$ cat config.mk
export PLATFORM = sky130hd
export DESIGN_NAME = focus_timer_mode_controller_top
export DESIGN_NICKNAME = d
export VERILOG_FILES = /design/src/rtl/ftmc_pkg.sv /design/src/rtl/ftmc_cfg.sv /design/src/rtl/ftmc_core.sv /design/src/rtl/focus_timer_mode_controller_top.sv
export SDC_FILE = /design/constraint.sdc
export NUM_CORES = 1
export LEC_CHECK = 0
export CORE_MARGIN = 2
export CORE_UTILIZATION = 65
export CTS_CLUSTER_SIZE = 12
export DETAILED_ROUTE_END_ITERATION = 7
export DONT_BUFFER_PORTS = 1
export GPL_TIMING_DRIVEN = 0
export PLACE_DENSITY_LB_ADDON = 0.25
export SYNTH_ARGS = -nofsm -noshare
export SYNTH_HDL_FRONTEND = slang
export SYNTH_SLANG_ARGS = --single-unit
$ cat constraint.sdc
create_clock -name clk -period 18.3 [get_ports clk]
set_input_delay 0.915 -clock clk [delete_from_list [all_inputs] [get_ports clk]]
set_output_delay 0.915 -clock clk [all_outputs]
set_load 0.05 [all_outputs]
$ cat src/rtl/ftmc_pkg.sv
// ----------------------------------------------------------------------------
// ftmc_pkg
// Shared types and constants of the focus timer mode controller: mode
// encoding, event codes, register indexes and the config/result bundles.
// ----------------------------------------------------------------------------
package ftmc_pkg;

  // Operating modes, one-hot
  typedef enum logic [4:0] {
    MODE_MENU   = 5'b00001,
    MODE_SELECT = 5'b00010,
    MODE_UP     = 5'b00100,
    MODE_DOWN   = 5'b01000,
    MODE_IDLE   = 5'b10000
  } mode_t;

  // Mode codes as seen on the result port
  localparam logic [2:0] MODE_CODE_MENU   = 3'd0;
  localparam logic [2:0] MODE_CODE_SELECT = 3'd1;
  localparam logic [2:0] MODE_CODE_UP     = 3'd2;
  localparam logic [2:0] MODE_CODE_DOWN   = 3'd3;
  localparam logic [2:0] MODE_CODE_IDLE   = 3'd4;

  // Event codes
  localparam logic [1:0] OP_TICK   = 2'd0;
  localparam logic [1:0] OP_BUTTON = 2'd1;
  localparam logic [1:0] OP_ROTATE = 2'd2;

  // Menu entries
  localparam logic [1:0] CHOICE_UP   = 2'd0;
  localparam logic [1:0] CHOICE_DOWN = 2'd1;

  // Register indexes
  localparam logic [1:0] CFG_INACT_IDX   = 2'd0;
  localparam logic [1:0] CFG_BLANK_IDX   = 2'd1;
  localparam logic [1:0] CFG_DEFAULT_IDX = 2'd2;
  localparam logic [1:0] CFG_MAX_IDX     = 2'd3;

  // Register reset values
  localparam logic [31:0] INACT_RESET   = 32'd30000;
  localparam logic [31:0] BLANK_RESET   = 32'd60000;
  localparam logic [9:0]  DEFAULT_RESET = 10'd20;
  localparam logic [9:0]  MAX_RESET     = 10'd999;

  // Timing constants
  localparam logic [15:0] MS_PER_MIN = 16'd60000;
  localparam logic [15:0] MS_PER_SEC = 16'd1000;

  typedef struct packed {
    logic [31:0] inact_limit;
    logic [31:0] blank_limit;
    logic [9:0]  default_min;
    logic [9:0]  max_min;
  } cfg_t;

  typedef struct packed {
    logic [2:0]  mode;
    logic [1:0]  menu_choice;
    logic        display_lit;
    logic [15:0] shown_minutes;
    logic [15:0] seconds_left;
    logic [15:0] total_minutes;
    logic        success_pulse;
  } result_t;

  // Map one-hot mode to its port code
  function automatic logic [2:0] mode_code(input mode_t m);
    logic [2:0] c;
    unique case (m)
      MODE_MENU:   c = MODE_CODE_MENU;
      MODE_SELECT: c = MODE_CODE_SELECT;
      MODE_UP:     c = MODE_CODE_UP;
      MODE_DOWN:   c = MODE_CODE_DOWN;
      MODE_IDLE:   c = MODE_CODE_IDLE;
      default:     c = MODE_CODE_MENU;
    endcase
    return c;
  endfunction

endpackage

$ cat src/rtl/ftmc_cfg.sv
// ----------------------------------------------------------------------------
// ftmc_cfg
// Configuration register file: four write-only registers loaded by index.
// ----------------------------------------------------------------------------
module ftmc_cfg import ftmc_pkg::*; (
  input  logic        clk,
  input  logic        rst_n,
  input  logic        cfg_we,
  input  logic [1:0]  cfg_index,
  input  logic [31:0] cfg_wdata,
  output cfg_t        cfg
);

  cfg_t cfg_r;

  // Load the addressed register
  always_ff @(posedge clk) begin
    if (!rst_n) begin
      cfg_r.inact_limit <= INACT_RESET;
      cfg_r.blank_limit <= BLANK_RESET;
      cfg_r.default_min <= DEFAULT_RESET;
      cfg_r.max_min     <= MAX_RESET;
    end else if (cfg_we) begin
      unique case (cfg_index)
        CFG_INACT_IDX:   cfg_r.inact_limit <= cfg_wdata;
        CFG_BLANK_IDX:   cfg_r.blank_limit <= cfg_wdata;
        CFG_DEFAULT_IDX: cfg_r.default_min <= cfg_wdata[9:0];
        CFG_MAX_IDX:     cfg_r.max_min     <= cfg_wdata[9:0];
        default: ;
      endcase
    end
  end

  assign cfg = cfg_r;

endmodule

$ cat src/rtl/ftmc_core.sv
// ----------------------------------------------------------------------------
// ftmc_core
// Mode state and next-state logic: applies one event per enabled cycle and
// presents the state after that event as a result bundle.
// ----------------------------------------------------------------------------
module ftmc_core import ftmc_pkg::*; (
  input  logic              clk,
  input  logic              rst_n,
  input  logic              step_en,
  input  logic [1:0]        op,
  input  logic signed [7:0] delta,
  input  cfg_t              cfg,
  output result_t           res
);

  mode_t              mode_r, mode_nxt;
  logic [1:0]         menu_sel_r, menu_sel_nxt;
  logic               blanked_r, blanked_nxt;
  logic signed [7:0]  rot_accum_r, rot_accum_nxt;
  logic [9:0]         sel_min_r, sel_min_nxt;
  logic [9:0]         start_min_r, start_min_nxt;
  logic [15:0]        secs_r, secs_nxt;
  logic [15:0]        up_min_r, up_min_nxt;
  logic [15:0]        period_r, period_nxt;
  logic [31:0]        since_act_r, since_act_nxt;
  logic [31:0]        since_idle_r, since_idle_nxt;
  logic [15:0]        total_r, total_nxt;
  logic               pulse;

  logic [31:0]        since_act_inc, since_idle_inc;
  logic [15:0]        period_inc, up_inc, secs_dec;
  logic [15:0]        secs_bias;
  logic [29:0]        div_prod;
  logic [16:0]        total_plus_start, total_plus_up;
  logic [15:0]        total_sat_start, total_sat_up;
  logic signed [8:0]  acc_sum, step;
  logic signed [9:0]  wrap_s;
  logic [7:0]         wrap_u, wrap_rem;
  logic [15:0]        wrap_prod;
  logic [6:0]         wrap_q;
  logic signed [11:0] sel_sum;
  logic [9:0]         sel_stepped, sel_preset;

  // Limit minutes to 1..max
  function automatic logic [9:0] clamp_min(input logic signed [11:0] v,
                                           input logic [9:0] mx);
    logic signed [11:0] c;
    c = (v > $signed({2'b00, mx})) ? $signed({2'b00, mx}) : v;
    return (c < 12'sd1) ? 10'd1 : c[9:0];
  endfunction

  // Minutes to seconds: x*64 - x*4
  function automatic logic [15:0] times60(input logic [9:0] x);
    return {x, 6'b0} - 16'({x, 2'b0});
  endfunction

  // Saturating counters and a plain period increment
  assign since_act_inc  = (since_act_r == '1) ? since_act_r : since_act_r + 32'd1;
  assign since_idle_inc = (since_idle_r == '1) ? since_idle_r : since_idle_r + 32'd1;
  assign up_inc         = (up_min_r == '1) ? up_min_r : up_min_r + 16'd1;
  assign period_inc     = period_r + 16'd1;
  assign secs_dec       = (secs_r != 16'd0) ? secs_r - 16'd1 : secs_r;

  // Remaining minutes rounded up: ((s + 59) / 4) / 15 via reciprocal 34953 / 2^19
  assign secs_bias = secs_dec + 16'd59;
  assign div_prod  = secs_bias[15:2] * 16'd34953;

  // Saturating total adds
  assign total_plus_start = {1'b0, total_r} + {7'b0, start_min_r};
  assign total_plus_up    = {1'b0, total_r} + {1'b0, up_min_r};
  assign total_sat_start  = total_plus_start[16] ? 16'hFFFF : total_plus_start[15:0];
  assign total_sat_up     = total_plus_up[16] ? 16'hFFFF : total_plus_up[15:0];

  // Encoder: accumulate, step is sum / 4 truncated toward zero
  assign acc_sum = 9'(rot_accum_r) + 9'(delta);
  assign step    = (acc_sum + (acc_sum[8] ? 9'sd3 : 9'sd0)) >>> 2;

  // Menu wrap: offset by a multiple of 3, then remainder via 171 / 2^9
  assign wrap_s    = $signed({8'b0, menu_sel_r}) + 10'(step) + 10'sd66;
  assign wrap_u    = wrap_s[7:0];
  assign wrap_prod = wrap_u * 8'd171;
  assign wrap_q    = wrap_prod[15:9];
  assign wrap_rem  = wrap_u - ({1'b0, wrap_q} + {wrap_q, 1'b0});

  // Selection stepping and preset
  assign sel_sum     = $signed({2'b00, sel_min_r}) + 12'(step);
  assign sel_stepped = clamp_min(sel_sum, cfg.max_min);
  assign sel_preset  = clamp_min($signed({2'b00, cfg.default_min}), cfg.max_min);

  // Next state for one event
  always_comb begin
    mode_nxt       = mode_r;
    menu_sel_nxt   = menu_sel_r;
    blanked_nxt    = blanked_r;
    rot_accum_nxt  = rot_accum_r;
    sel_min_nxt    = sel_min_r;
    start_min_nxt  = start_min_r;
    secs_nxt       = secs_r;
    up_min_nxt     = up_min_r;
    period_nxt     = period_r;
    since_act_nxt  = since_act_r;
    since_idle_nxt = since_idle_r;
    total_nxt      = total_r;
    pulse          = 1'b0;
    case (op)
      OP_TICK: begin
        since_act_nxt = since_act_inc;
        if (mode_r == MODE_IDLE) since_idle_nxt = since_idle_inc;
        // Drop to idle after inactivity
        if ((mode_r == MODE_MENU || mode_r == MODE_SELECT) &&
            since_act_inc > cfg.inact_limit) begin
          mode_nxt       = MODE_IDLE;
          since_idle_nxt = 32'd0;
        end
        if (mode_nxt == MODE_IDLE && !blanked_r && since_idle_nxt > cfg.blank_limit)
          blanked_nxt = 1'b1;
        // Advance session timers
        if (mode_r == MODE_UP) begin
          if (period_inc >= MS_PER_MIN) begin
            period_nxt = 16'd0;
            up_min_nxt = up_inc;
          end else begin
            period_nxt = period_inc;
          end
        end else if (mode_r == MODE_DOWN) begin
          if (period_inc >= MS_PER_SEC) begin
            period_nxt  = 16'd0;
            secs_nxt    = secs_dec;
            sel_min_nxt = div_prod[28:19];
            if (secs_dec == 16'd0) begin
              total_nxt     = total_sat_start;
              pulse         = 1'b1;
              since_act_nxt = 32'd0;
              mode_nxt      = MODE_MENU;
              menu_sel_nxt  = CHOICE_DOWN;
            end
          end else begin
            period_nxt = period_inc;
          end
        end
      end
      OP_BUTTON: begin
        unique case (mode_r)
          MODE_MENU: begin
            since_act_nxt = 32'd0;
            case (menu_sel_r)
              CHOICE_UP: begin
                mode_nxt   = MODE_UP;
                up_min_nxt = 16'd0;
                period_nxt = 16'd0;
              end
              CHOICE_DOWN: begin
                mode_nxt    = MODE_SELECT;
                sel_min_nxt = sel_preset;
                secs_nxt    = times60(sel_preset);
              end
              default: total_nxt = 16'd0;
            endcase
          end
          MODE_SELECT: begin
            since_act_nxt = 32'd0;
            start_min_nxt = sel_min_r;
            secs_nxt      = times60(sel_min_r);
            period_nxt    = 16'd0;
            mode_nxt      = MODE_DOWN;
          end
          MODE_UP: begin
            since_act_nxt = 32'd0;
            total_nxt     = total_sat_up;
            pulse         = 1'b1;
            mode_nxt      = MODE_MENU;
            menu_sel_nxt  = CHOICE_UP;
          end
          MODE_DOWN: begin
            since_act_nxt = 32'd0;
            mode_nxt      = MODE_MENU;
            menu_sel_nxt  = CHOICE_DOWN;
          end
          MODE_IDLE: begin
            mode_nxt      = MODE_MENU;
            blanked_nxt   = 1'b0;
            since_act_nxt = 32'd0;
          end
          default: ;
        endcase
      end
      OP_ROTATE: begin
        if (step == 9'sd0) begin
          rot_accum_nxt = acc_sum[7:0];
        end else begin
          rot_accum_nxt = 8'sd0;
          since_act_nxt = 32'd0;
          if (mode_r == MODE_IDLE) begin
            mode_nxt    = MODE_MENU;
            blanked_nxt = 1'b0;
          end else if (mode_r == MODE_MENU) begin
            menu_sel_nxt = wrap_rem[1:0];
          end else if (mode_r == MODE_SELECT) begin
            sel_min_nxt = sel_stepped;
          end
        end
      end
      default: ;
    endcase
  end

  // Present the state after the event
  always_comb begin
    res.mode          = mode_code(mode_nxt);
    res.menu_choice   = menu_sel_nxt;
    res.display_lit   = !blanked_nxt;
    res.shown_minutes = (mode_nxt == MODE_UP) ? up_min_nxt : {6'b0, sel_min_nxt};
    res.seconds_left  = (mode_nxt == MODE_DOWN) ? secs_nxt : 16'd0;
    res.total_minutes = total_nxt;
    res.success_pulse = pulse;
  end

  // Commit state
  always_ff @(posedge clk) begin
    if (!rst_n) begin
      mode_r       <= MODE_MENU;
      menu_sel_r   <= CHOICE_UP;
      blanked_r    <= 1'b0;
      rot_accum_r  <= 8'sd0;
      sel_min_r    <= 10'd0;
      start_min_r  <= 10'd0;
      secs_r       <= 16'd0;
      up_min_r     <= 16'd0;
      period_r     <= 16'd0;
      since_act_r  <= 32'd0;
      since_idle_r <= 32'd0;
      total_r      <= 16'd0;
    end else if (step_en) begin
      mode_r       <= mode_nxt;
      menu_sel_r   <= menu_sel_nxt;
      blanked_r    <= blanked_nxt;
      rot_accum_r  <= rot_accum_nxt;
      sel_min_r    <= sel_min_nxt;
      start_min_r  <= start_min_nxt;
      secs_r       <= secs_nxt;
      up_min_r     <= up_min_nxt;
      period_r     <= period_nxt;
      since_act_r  <= since_act_nxt;
      since_idle_r <= since_idle_nxt;
      total_r      <= total_nxt;
    end
  end

  // Blanking only happens while idle
  a_blank_idle: assert property (@(posedge clk) disable iff (!rst_n)
    blanked_r |-> mode_r == MODE_IDLE)
    else $error("display blanked outside idle");

  // Leftover encoder counts never reach a full step
  a_accum_range: assert property (@(posedge clk) disable iff (!rst_n)
    rot_accum_r >= -8'sd3 && rot_accum_r <= 8'sd3)
    else $error("encoder accumulator out of range");

  // A completed session always returns to the menu
  a_pulse_menu: assert property (@(posedge clk) disable iff (!rst_n)
    step_en && pulse |=> mode_r == MODE_MENU)
    else $error("success pulse without return to menu");

endmodule

$ cat src/rtl/focus_timer_mode_controller_top.sv
// ----------------------------------------------------------------------------
// focus_timer_mode_controller_top
// Focus timer mode controller: input register, single-pass event update and
// result register, plus the configuration registers.
// ----------------------------------------------------------------------------
//   Channel  Handshake           Payload
//   in_      in_valid/in_ready   in_operation, in_rotation_delta
//   out_     out_valid/out_ready mode, menu choice, display, minutes, seconds,
//                                total, success pulse
//   cfg_     cfg_we              cfg_index, cfg_wdata
//
// One request per cycle sustained while out_ready is high; a request is captured in the
// input register and its result in the result register, where it waits for out_ready.
// The event update is one combinational pass between the two registers.
// A stalled result register holds and backs up the input register; both
// sides keep moving when out_ready is high.
// Synchronous active-low reset restores the menu mode and register defaults.
// ----------------------------------------------------------------------------
module focus_timer_mode_controller_top import ftmc_pkg::*; (
  input  logic              clk,
  input  logic              rst_n,
  input  logic              in_valid,
  output logic              in_ready,
  input  logic [1:0]        in_operation,
  input  logic signed [7:0] in_rotation_delta,
  output logic              out_valid,
  input  logic              out_ready,
  output logic [2:0]        out_mode,
  output logic [1:0]        out_menu_choice,
  output logic              out_display_lit,
  output logic [15:0]       out_shown_minutes,
  output logic [15:0]       out_seconds_left,
  output logic [15:0]       out_total_minutes,
  output logic              out_success_pulse,
  input  logic              cfg_we,
  input  logic [1:0]        cfg_index,
  input  logic [31:0]       cfg_wdata
);

  logic              in_valid_r;
  logic [1:0]        op_r;
  logic signed [7:0] delta_r;
  logic              out_valid_r;
  result_t           out_r;
  result_t           res;
  cfg_t              cfg;
  logic              adv;

  ftmc_cfg u_cfg (
    .clk       (clk),
    .rst_n     (rst_n),
    .cfg_we    (cfg_we),
    .cfg_index (cfg_index),
    .cfg_wdata (cfg_wdata),
    .cfg       (cfg)
  );

  ftmc_core u_core (
    .clk     (clk),
    .rst_n   (rst_n),
    .step_en (adv),
    .op      (op_r),
    .delta   (delta_r),
    .cfg     (cfg),
    .res     (res)
  );

  // Advance when a request is held and the result slot is free or draining
  assign adv      = in_valid_r && (!out_valid_r || out_ready);
  assign in_ready = !in_valid_r || adv;

  // Input register
  always_ff @(posedge clk) begin
    if (!rst_n) begin
      in_valid_r <= 1'b0;
    end else if (in_ready) begin
      in_valid_r <= in_valid;
    end
  end

  always_ff @(posedge clk) begin
    if (in_valid && in_ready) begin
      op_r    <= in_operation;
      delta_r <= in_rotation_delta;
    end
  end

  // Result register
  always_ff @(posedge clk) begin
    if (!rst_n) begin
      out_valid_r <= 1'b0;
    end else if (adv) begin
      out_valid_r <= 1'b1;
    end else if (out_ready) begin
      out_valid_r <= 1'b0;
    end
  end

  always_ff @(posedge clk) begin
    if (adv) begin
      out_r <= res;
    end
  end

  assign out_valid         = out_valid_r;
  assign out_mode          = out_r.mode;
  assign out_menu_choice   = out_r.menu_choice;
  assign out_display_lit   = out_r.display_lit;
  assign out_shown_minutes = out_r.shown_minutes;
  assign out_seconds_left  = out_r.seconds_left;
  assign out_total_minutes = out_r.total_minutes;
  assign out_success_pulse = out_r.success_pulse;

  // Every processed request lands in the result register
  a_adv_fills: assert property (@(posedge clk) disable iff (!rst_n)
    adv |=> out_valid_r)
    else $error("processed request lost before result register");

endmodule

==> flow_metrics.env, run 1 <==
export IMPL_synth_edf_count=65
export IMPL_nets=3563
export IMPL_path_class="flip-flop to flip-flop"
export IMPL_fin_cells=3768
export IMPL_min_path_cells=0
export IMPL_hpwl_mm=63.4
export IMPL_required_ns=18.65
export IMPL_cts_tree="done"
export IMPL_cts_buffers=37
export IMPL_first_pass_iters=8
export IMPL_top_usage_layer="met2"
export IMPL_syn2layout_area_growth_pct=7.86
export IMPL_wirelength_mm=82.9
export IMPL_ioPinCount=106
export IMPL_grt_max_degree=65
export IMPL_clk_pin_slew_ns=0.07
export IMPL_seq_power_share=0.287
export IMPL_ys_flop_type="dfxtp_1"
export IMPL_rows=72
export IMPL_p_int_w=0.00167
export IMPL_status="finished clean"
export IMPL_synth_top_area_share=0.198
export IMPL_path_max_fanout=10
export IMPL_p_comb_frac=0.410
export IMPL_die_width_um=201
export IMPL_finalSetupTns_ns=0
export IMPL_grt_pass1_vias=23900
export IMPL_htreeDepth=2
export IMPL_cp_top_family="simple AND/OR/NAND/NOR gates"
export IMPL_grt_pass1_wl_mm=129
export IMPL_routedWlPerCell_um=22.0
export IMPL_synth_area_leaders="dfxtp_1 (20%), ha_1 (13%), edfxtp_1 (7.7%)"
export IMPL_totalPowerFinal_w=0.00272
export IMPL_holdWs_ns=0.427
export IMPL_ys_types=118
export IMPL_r2r_cells=33
export IMPL_critical_path_slowest_cell="or4b_4"
export IMPL_use_met2=0.661
export IMPL_power_density_nw_per_um2=99.7
export IMPL_timing_rr_end="out_shown_minutes[5]$_DFFE_PP_"
export IMPL_cts_root_buf="clkbuf_16"
export IMPL_rsz0062_at_grt="false"
export IMPL_drc=0
export IMPL_cts_sinks=315
export IMPL_gr_total_overflow=0
export IMPL_worstMarginPinSlew_ns=1.11
export IMPL_leakagePower_nw=11.0
export IMPL_whs_endpoint="delta_r[6]$_DFFE_PP_"
export IMPL_core_area_um2=38500
export IMPL_fmax_mhz=112
export IMPL_r2r_start="u_core.secs_r[0]$_SDFFE_PN0P_"
export IMPL_use_met1=0.492
export IMPL_yosysWarnings=0
export IMPL_gp_congestion=1.03
export IMPL_final_hold_viol_count=0
export IMPL_die_area_um2=40500
export IMPL_hp_start="in_rotation_delta[6]"
export IMPL_cts_setup_buffers=0
export IMPL_routed_via_count=24800
export IMPL_crit_arrival_ns=9.28
export IMPL_final_layout_size_suffix_gt1_frac=0.0508
export IMPL_max_stage_delay_ns=0.53
export IMPL_critPathLaunchType="flip-flop"
export IMPL_yosys_register_bits=315
export IMPL_clock_power_share=0.303
export IMPL_worst_path_buf_inv=8
export IMPL_report_final_slew_viol_count=0
export IMPL_path_common_cell="inv_1"
export IMPL_p_switching_w=0.00104
export IMPL_synthesis_nets=3524
export IMPL_clock_latency_ns=0.58
export IMPL_async_reset_ff_frac=0
export IMPL_ctsResizeCount=0
export IMPL_postRouteAntennaNets=0
export IMPL_worst_setup_path_end_kind="flip-flop"
export IMPL_seq_area_frac_synth=0.275
export IMPL_setup_viol=0
export IMPL_port_buffers=0
export IMPL_drtIter0Drc=2497
export IMPL_cap_violations=0
export IMPL_clockBufferDepth=3
export IMPL_rrSetupSlack_ns=9.37
export IMPL_avgSynthCellArea_um2=7.94
export IMPL_grt_met3_usage=0.0842
export IMPL_skew_ns=0.0258
export IMPL_fin_crit_sh=0.488
export IMPL_relSlewSlack=0.251
export IMPL_vias_per_cell=6.59
export IMPL_grtUsageTotal=0.402
export IMPL_synth_area_um2=25300
export IMPL_switching_share=0.385
export IMPL_synth_cells=3181
export IMPL_yosysTopAreaCell="dfxtp_1"
export IMPL_ir_drop_mv=0.147
export IMPL_holdBufCountCts=0
export IMPL_worst_hold_path_type="primary input to flip-flop"
export IMPL_die_h_um=201
export IMPL_min_period_ns=8.93
export IMPL_placed_cells=3699
export IMPL_antenna_found_initial=3
export IMPL_initial_utilization=0.657
[synth_stat cells (9+ instances only)]
library cell	number
buf_2	22
xor2_1	52
and4_1	12
nand3_1	93
nor2_1	290
nor3_1	74
xnor2_1	104
o21a_1	33
nand2_1	357
dfxtp_1	250
o21bai_1	14
nand3b_1	9
mux2_2	11
ha_1	261
or3_1	25
clkbuf_1	123
o21ai_0	160
fa_1	33
o31ai_1	37
nor4_1	24
nor2b_1	24
buf_1	11
a211oi_1	31
a21o_1	35
edfxtp_1	65
o22ai_1	13
a21oi_1	286
o211ai_1	40
nand2b_1	29
a31oi_1	27
or2_2	10
nand4_1	62
and3_1	25
mux2i_1	30
and2_1	18
inv_1	224
or4_1	11
a221oi_1	15
a22oi_1	42
[per-layer routing]
metal  up-vias  part of all wire
met1     11600              0.39
met4         2             0.061
met3       334              0.10
met2      1338              0.45
li1      11500                 -
met5         -           0.00018
[stage by stage]
stage                     instance area [µm²]  setup WS, ns   util
after floorplan                         25300         10.83      -
after global placement                  25900          9.66  0.674
after detailed placement                25900          9.57  0.674
after CTS                               27200          9.52  0.708
after global routing                    27200          8.90  0.708
final                                   27300          9.37  0.708
[cells by family (layout without fill, tap and decap cells)]
| group | count (synthesis) | in the layout | synth area share |
|---|---|---|---|
| buffers and inverters | 395 | 463 | 0.0627 |
| and+or+nand+nor | 1117 | 1117 | 0.214 |
| adders and majority gates | 295 | 295 | 0.156 |
| other | 0 | 1 | 0 |
| xor gates and xnor gates | 156 | 156 | 0.0541 |
| AOI/OAI and AO/OA | 859 | 859 | 0.220 |
| DFF | 315 | 315 | 0.275 |
| muxes | 44 | 44 | 0.0186 |
[flip-flops by register name, indices dropped and copies added, names as in the netlist, 3 cells and up]
| name | count |
|---|---|
| u_core.sel_min_r | 10 |
| u_core.total_r | 16 |
| u_cfg.cfg | 84 |
| u_core.start_min_r | 10 |
| u_core.since_act_r | 32 |
| u_core.period_r | 16 |
| out_total_minutes | 16 |
| u_core.mode_r | 5 |
| u_core.up_min_r | 16 |
| u_core.rot_accum_r | 8 |
| delta_r | 8 |
| out_seconds_left | 16 |
| out_shown_minutes | 16 |
| out_mode | 3 |
| u_core.secs_r | 16 |
| u_core.since_idle_r | 32 |
[worst max-delay path by stage]
stage	start	cells after the start	slack [ns]	end
after floorplan	u_core.secs_r[0]$_SDFFE_PN0P_	33	10.83	out_shown_minutes[7]$_DFFE_PP_
after global placement	u_core.secs_r[0]$_SDFFE_PN0P_	33	9.66	out_shown_minutes[5]$_DFFE_PP_
after detailed placement	u_core.secs_r[0]$_SDFFE_PN0P_	33	9.57	out_shown_minutes[3]$_DFFE_PP_
after CTS	u_core.secs_r[0]$_SDFFE_PN0P_	33	9.52	out_shown_minutes[5]$_DFFE_PP_
after global routing	u_core.secs_r[0]$_SDFFE_PN0P_	33	8.90	out_shown_minutes[5]$_DFFE_PP_
final	u_core.secs_r[0]$_SDFFE_PN0P_	33	9.37	out_shown_minutes[5]$_DFFE_PP_
[power groups by stage]
stage	clock, W	sequential (W)	combinational [W]
after floorplan	0	0.000784	0.000769
after global placement	0	0.000792	0.00102
after detailed placement	0	0.000792	0.00109
after CTS	0.000821	0.000778	0.00110
after global routing	0.000847	0.000780	0.00124
final	0.000823	0.000778	0.00111
[placed cells by master (no fill, tap or decap), drive strengths merged, types with 33 or more instances in the layout]
master	n
nand2	361
nor2	293
a21oi	287
ha	261
dfxtp	250
inv	227
clkbuf	179
o21ai	169
xnor2	104
nand3	95
nor3	78
edfxtp	65
nand4	63
xor2	52
a22oi	43
o211ai	41
buf	41
o31ai	37
a21o	35
o21a	33
fa	33
[cell type report]
type	instances	area, µm²
clock buffer	53	1050
buffer	167	732
multi-input combinational	2471	16700
antenna	1	2.50
fill	3086	11200
tap	518	648
inverter	228	856
sequential	315	6960
clock inverter	15	284
Note: power is estimated with default switching activity, not from simulation.
==> run 2: changes to the inputs <==
- ABC_AREA: default -> 1
- CORE_UTILIZATION: 65 -> 60
- clock period: 18.3 -> 7.9 ns (I/O delays scaled with it)
==> run 2 against run 1 <==
Against the previous run: first-iteration DRC count is 9.1% higher; register-to-register slack worse by 9.0 ns; die area rose by 13%; clock skew is 0.0031 ns higher; synthesized area rose by 4.4%; critical endpoint is now out_menu_choice[1]$_DFFE_PP_; largest power group unchanged.
==> flow_metrics.env, run 2 <==
export IMPL_largest_reg_flops=84
export IMPL_yosys_register_bits=315
export IMPL_gp_congestion=1.02
export IMPL_ys_top_cells_by_count="nand2_1 (813), inv_1 (600), a21oi_1 (442)"
export IMPL_drtIter0Drc=2725
export IMPL_wirelength_mm=82.5
export IMPL_placed_cells=4518
export IMPL_power_density_nw_per_um2=243
export IMPL_finalSetupTns_ns=0
export IMPL_cts_sinks=315
export IMPL_async_reset_ff_frac=0
export IMPL_antenna_found_initial=1
export IMPL_synthesis_nets=4276
export IMPL_grt_pass1_wl_mm=130
export IMPL_totalPowerFinal_w=0.00704
export IMPL_synth_top_area_share=0.190
export IMPL_synth_fa_ha_area_frac=0.149
export IMPL_min_path_cells=2
export IMPL_final_hold_viol_count=0
export IMPL_cts_tree="done"
export IMPL_critPathLaunchType="flip-flop"
export IMPL_seq_power_share=0.262
export IMPL_critical_path_slowest_cell="fa_2"
export IMPL_clk_pin_slew_ns=0.06
export IMPL_skew_ns=0.0289
export IMPL_htreeDepth=2
export IMPL_yosysWarnings=0
export IMPL_seq_area_frac_synth=0.264
export IMPL_path_common_cell="inv_1"
export IMPL_drc=0
export IMPL_fin_crit_sh=0.954
export IMPL_vias_per_cell=5.82
export IMPL_fmax_mhz=133
export IMPL_die_area_um2=45700
export IMPL_grtUsageTotal=0.361
export IMPL_clock_power_share=0.262
export IMPL_grt_pass1_vias=25400
export IMPL_grt_max_degree=65
export IMPL_max_stage_delay_ns=0.56
export IMPL_switching_share=0.421
export IMPL_avgSynthCellArea_um2=6.71
export IMPL_ys_flop_type="dfxtp_1"
export IMPL_synth_compound_area_frac=0.193
export IMPL_crit_arrival_ns=7.83
export IMPL_p_switching_w=0.00296
export IMPL_synth_area_um2=26400
export IMPL_cts_buffers=38
export IMPL_yosysTopAreaCell="dfxtp_1"
export IMPL_r2r_cells=42
export IMPL_port_buffers=0
export IMPL_nets=4358
export IMPL_initial_utilization=0.610
export IMPL_first_pass_iters=6
export IMPL_p_int_w=0.00408
export IMPL_relSlewSlack=0.254
export IMPL_min_period_ns=7.54
export IMPL_synth_cells=3933
export IMPL_postRouteAntennaNets=0
export IMPL_wl_met2_mm=36.8
export IMPL_synth_area_leaders="dfxtp_1 (19%), ha_1 (12%), nand2_1 (12%)"
export IMPL_status="finished clean"
export IMPL_worst_setup_path_end_kind="flip-flop"
export IMPL_fin_cells=4630
export IMPL_path_max_fanout=4
export IMPL_fin_util=0.670
export IMPL_clock_latency_ns=0.57
export IMPL_path_class="flip-flop to flip-flop"
export IMPL_hpwl_mm=63.6
export IMPL_leakagePower_nw=13.3
export IMPL_syn2layout_area_growth_pct=9.78
export IMPL_clockBufferDepth=3
export IMPL_cap_violations=0
export IMPL_ir_drop_mv=0.255
export IMPL_synth_edf_count=65
export IMPL_worst_hold_path_type="primary input to flip-flop"
export IMPL_report_final_slew_viol_count=0
export IMPL_met3WireLength_mm=7.62
export IMPL_cts_root_buf="clkbuf_16"
export IMPL_worstMarginPinSlew_ns=1.11
export IMPL_final_layout_size_suffix_gt1_frac=0.0477
export IMPL_die_h_um=214
export IMPL_required_ns=8.20
export IMPL_routed_via_count=27000
export IMPL_setup_viol=0
export IMPL_ys_types=61
export IMPL_synth_area_mux_share=0.000379
export IMPL_synth_simple_gate_area_frac=0.253
export IMPL_routedWlPerCell_um=17.8
export IMPL_gr_total_overflow=0
export IMPL_core_area_um2=43300
export IMPL_top_layer_used="met4"
export IMPL_synth_top_family_by_area="simple AND/OR/NAND/NOR gates"
export IMPL_fillers=3959
export IMPL_wl_met1_mm=33.1
export IMPL_yosysMostFrequentCell="nand2_1"
export IMPL_final_common_cell="nand2_1"
export IMPL_die_width_um=214
export IMPL_ioPinCount=106
export IMPL_rows=76
export IMPL_final_cell_mix="nand2_1 (808), inv_1 (595), a21oi_1 (440)"
export IMPL_synth_xor_area_frac=0.0342
export IMPL_p_comb_frac=0.476
run 2: cell count changes in the layout (fill, tap and decap cells not counted), sizes merged, moves of 28 or more:
| cell | delta |
|---|---|
| a21oi | +164 |
| a22oi | -40 |
| dlygate4sd3 | +28 |
| inv | +382 |
| mux2i | -30 |
| nand2 | +459 |
| nand2b | -29 |
| nand3 | +136 |
| o21ai | +164 |
| o31ai | -29 |
| xnor2 | -78 |
run 2: area by class of cell:
| cell class | count | area [µm²] | area share |
|---|---|---|---|
| well taps | 585 | 732 | 0.0253 |
| clock inverters | 20 | 283 | 0.00976 |
| clock buffers | 49 | 1030 | 0.0357 |
| inverters | 616 | 2310 | 0.0799 |
| repair buffers | 42 | 385 | 0.0133 |
| multi-input cells | 2877 | 16800 | 0.578 |
| plain buffers | 125 | 513 | 0.0177 |
| flip-flops and latches | 315 | 6960 | 0.240 |
| diodes | 1 | 2.50 | 0.0000864 |
run 2: per-layer routing:
metal  vias up  track usage
met5         -            0
met4         0        0.203
met3       279       0.0658
met2      1289        0.592
met1     12100        0.447
li1      13300            -
run 2: path summary, 6_finish.rpt:
path / slack, ns / from / endpoint
worst max-delay path: 0.36 / delta_r[0]$_DFFE_PP_ / out_menu_choice[1]$_DFFE_PP_
worst max register to register: 0.36 / delta_r[0]$_DFFE_PP_ / out_menu_choice[1]$_DFFE_PP_
worst min register to register: 0.46 / u_cfg.cfg[32]$_SDFFE_PN0P_ / u_cfg.cfg[32]$_SDFFE_PN0P_
worst min-delay path: 0.02 / cfg_wdata[22] / u_cfg.cfg[74]$_SDFFE_PN0P_
run 2: what timing repair did:
action                                 in CTS  in global routing
setup endpoints to repair                   8                 19
hold buffers                               28                  0
endpoints found under the hold margin      40                  0
buffers inserted                            4                 10
gates resized for setup                     9                 32
pin swaps                                   3                 15
run 2: cells by family (layout without fill, tap and decap cells):
| group | Yosys count | count (layout) |
|---|---|---|
| AOI/OAI and AO/OA | 931 | 931 |
| DFF | 315 | 315 |
| other | 0 | 1 |
| and+or+nand+nor | 1548 | 1548 |
| muxes | 1 | 1 |
| xor gates and xnor gates | 103 | 103 |
| adders and majority gates | 294 | 294 |
| buffers and inverters | 741 | 852 |
run 2: metrics by stage:
step / cell area [µm²] / worst slack, ns / hold slack (ns)
detailed placement: 27100 / -0.218 / 0.455
finish: 29000 / 0.364 / 0.0174
floorplan: 26400 / 0.848 / 0.435
global route: 29000 / -0.0122 / 0.0185
global placement: 27100 / -0.210 / 0.453
CTS: 28800 / 0.00762 / 0.00317
run 2: power groups by stage:
| stage | Clock [W] | Combinational (W) | Sequential, W |
|---|---|---|---|
| floorplan | 0 | 0.00243 | 0.00185 |
| global placement | 0 | 0.00309 | 0.00188 |
| detailed placement | 0 | 0.00315 | 0.00188 |
| CTS | 0.00185 | 0.00329 | 0.00184 |
| global route | 0.00191 | 0.00384 | 0.00185 |
| finish | 0.00184 | 0.00335 | 0.00185 |
run 2: worst max-delay path: cells and delay by family (launching register included):
kind	cells	cell delay (ns)
fa+ha+maj	11	3.81
buf+inv	10	0.60
flops	1	0.40
xor+xnor	4	0.81
simple gates	15	1.40
compound gates	2	0.24
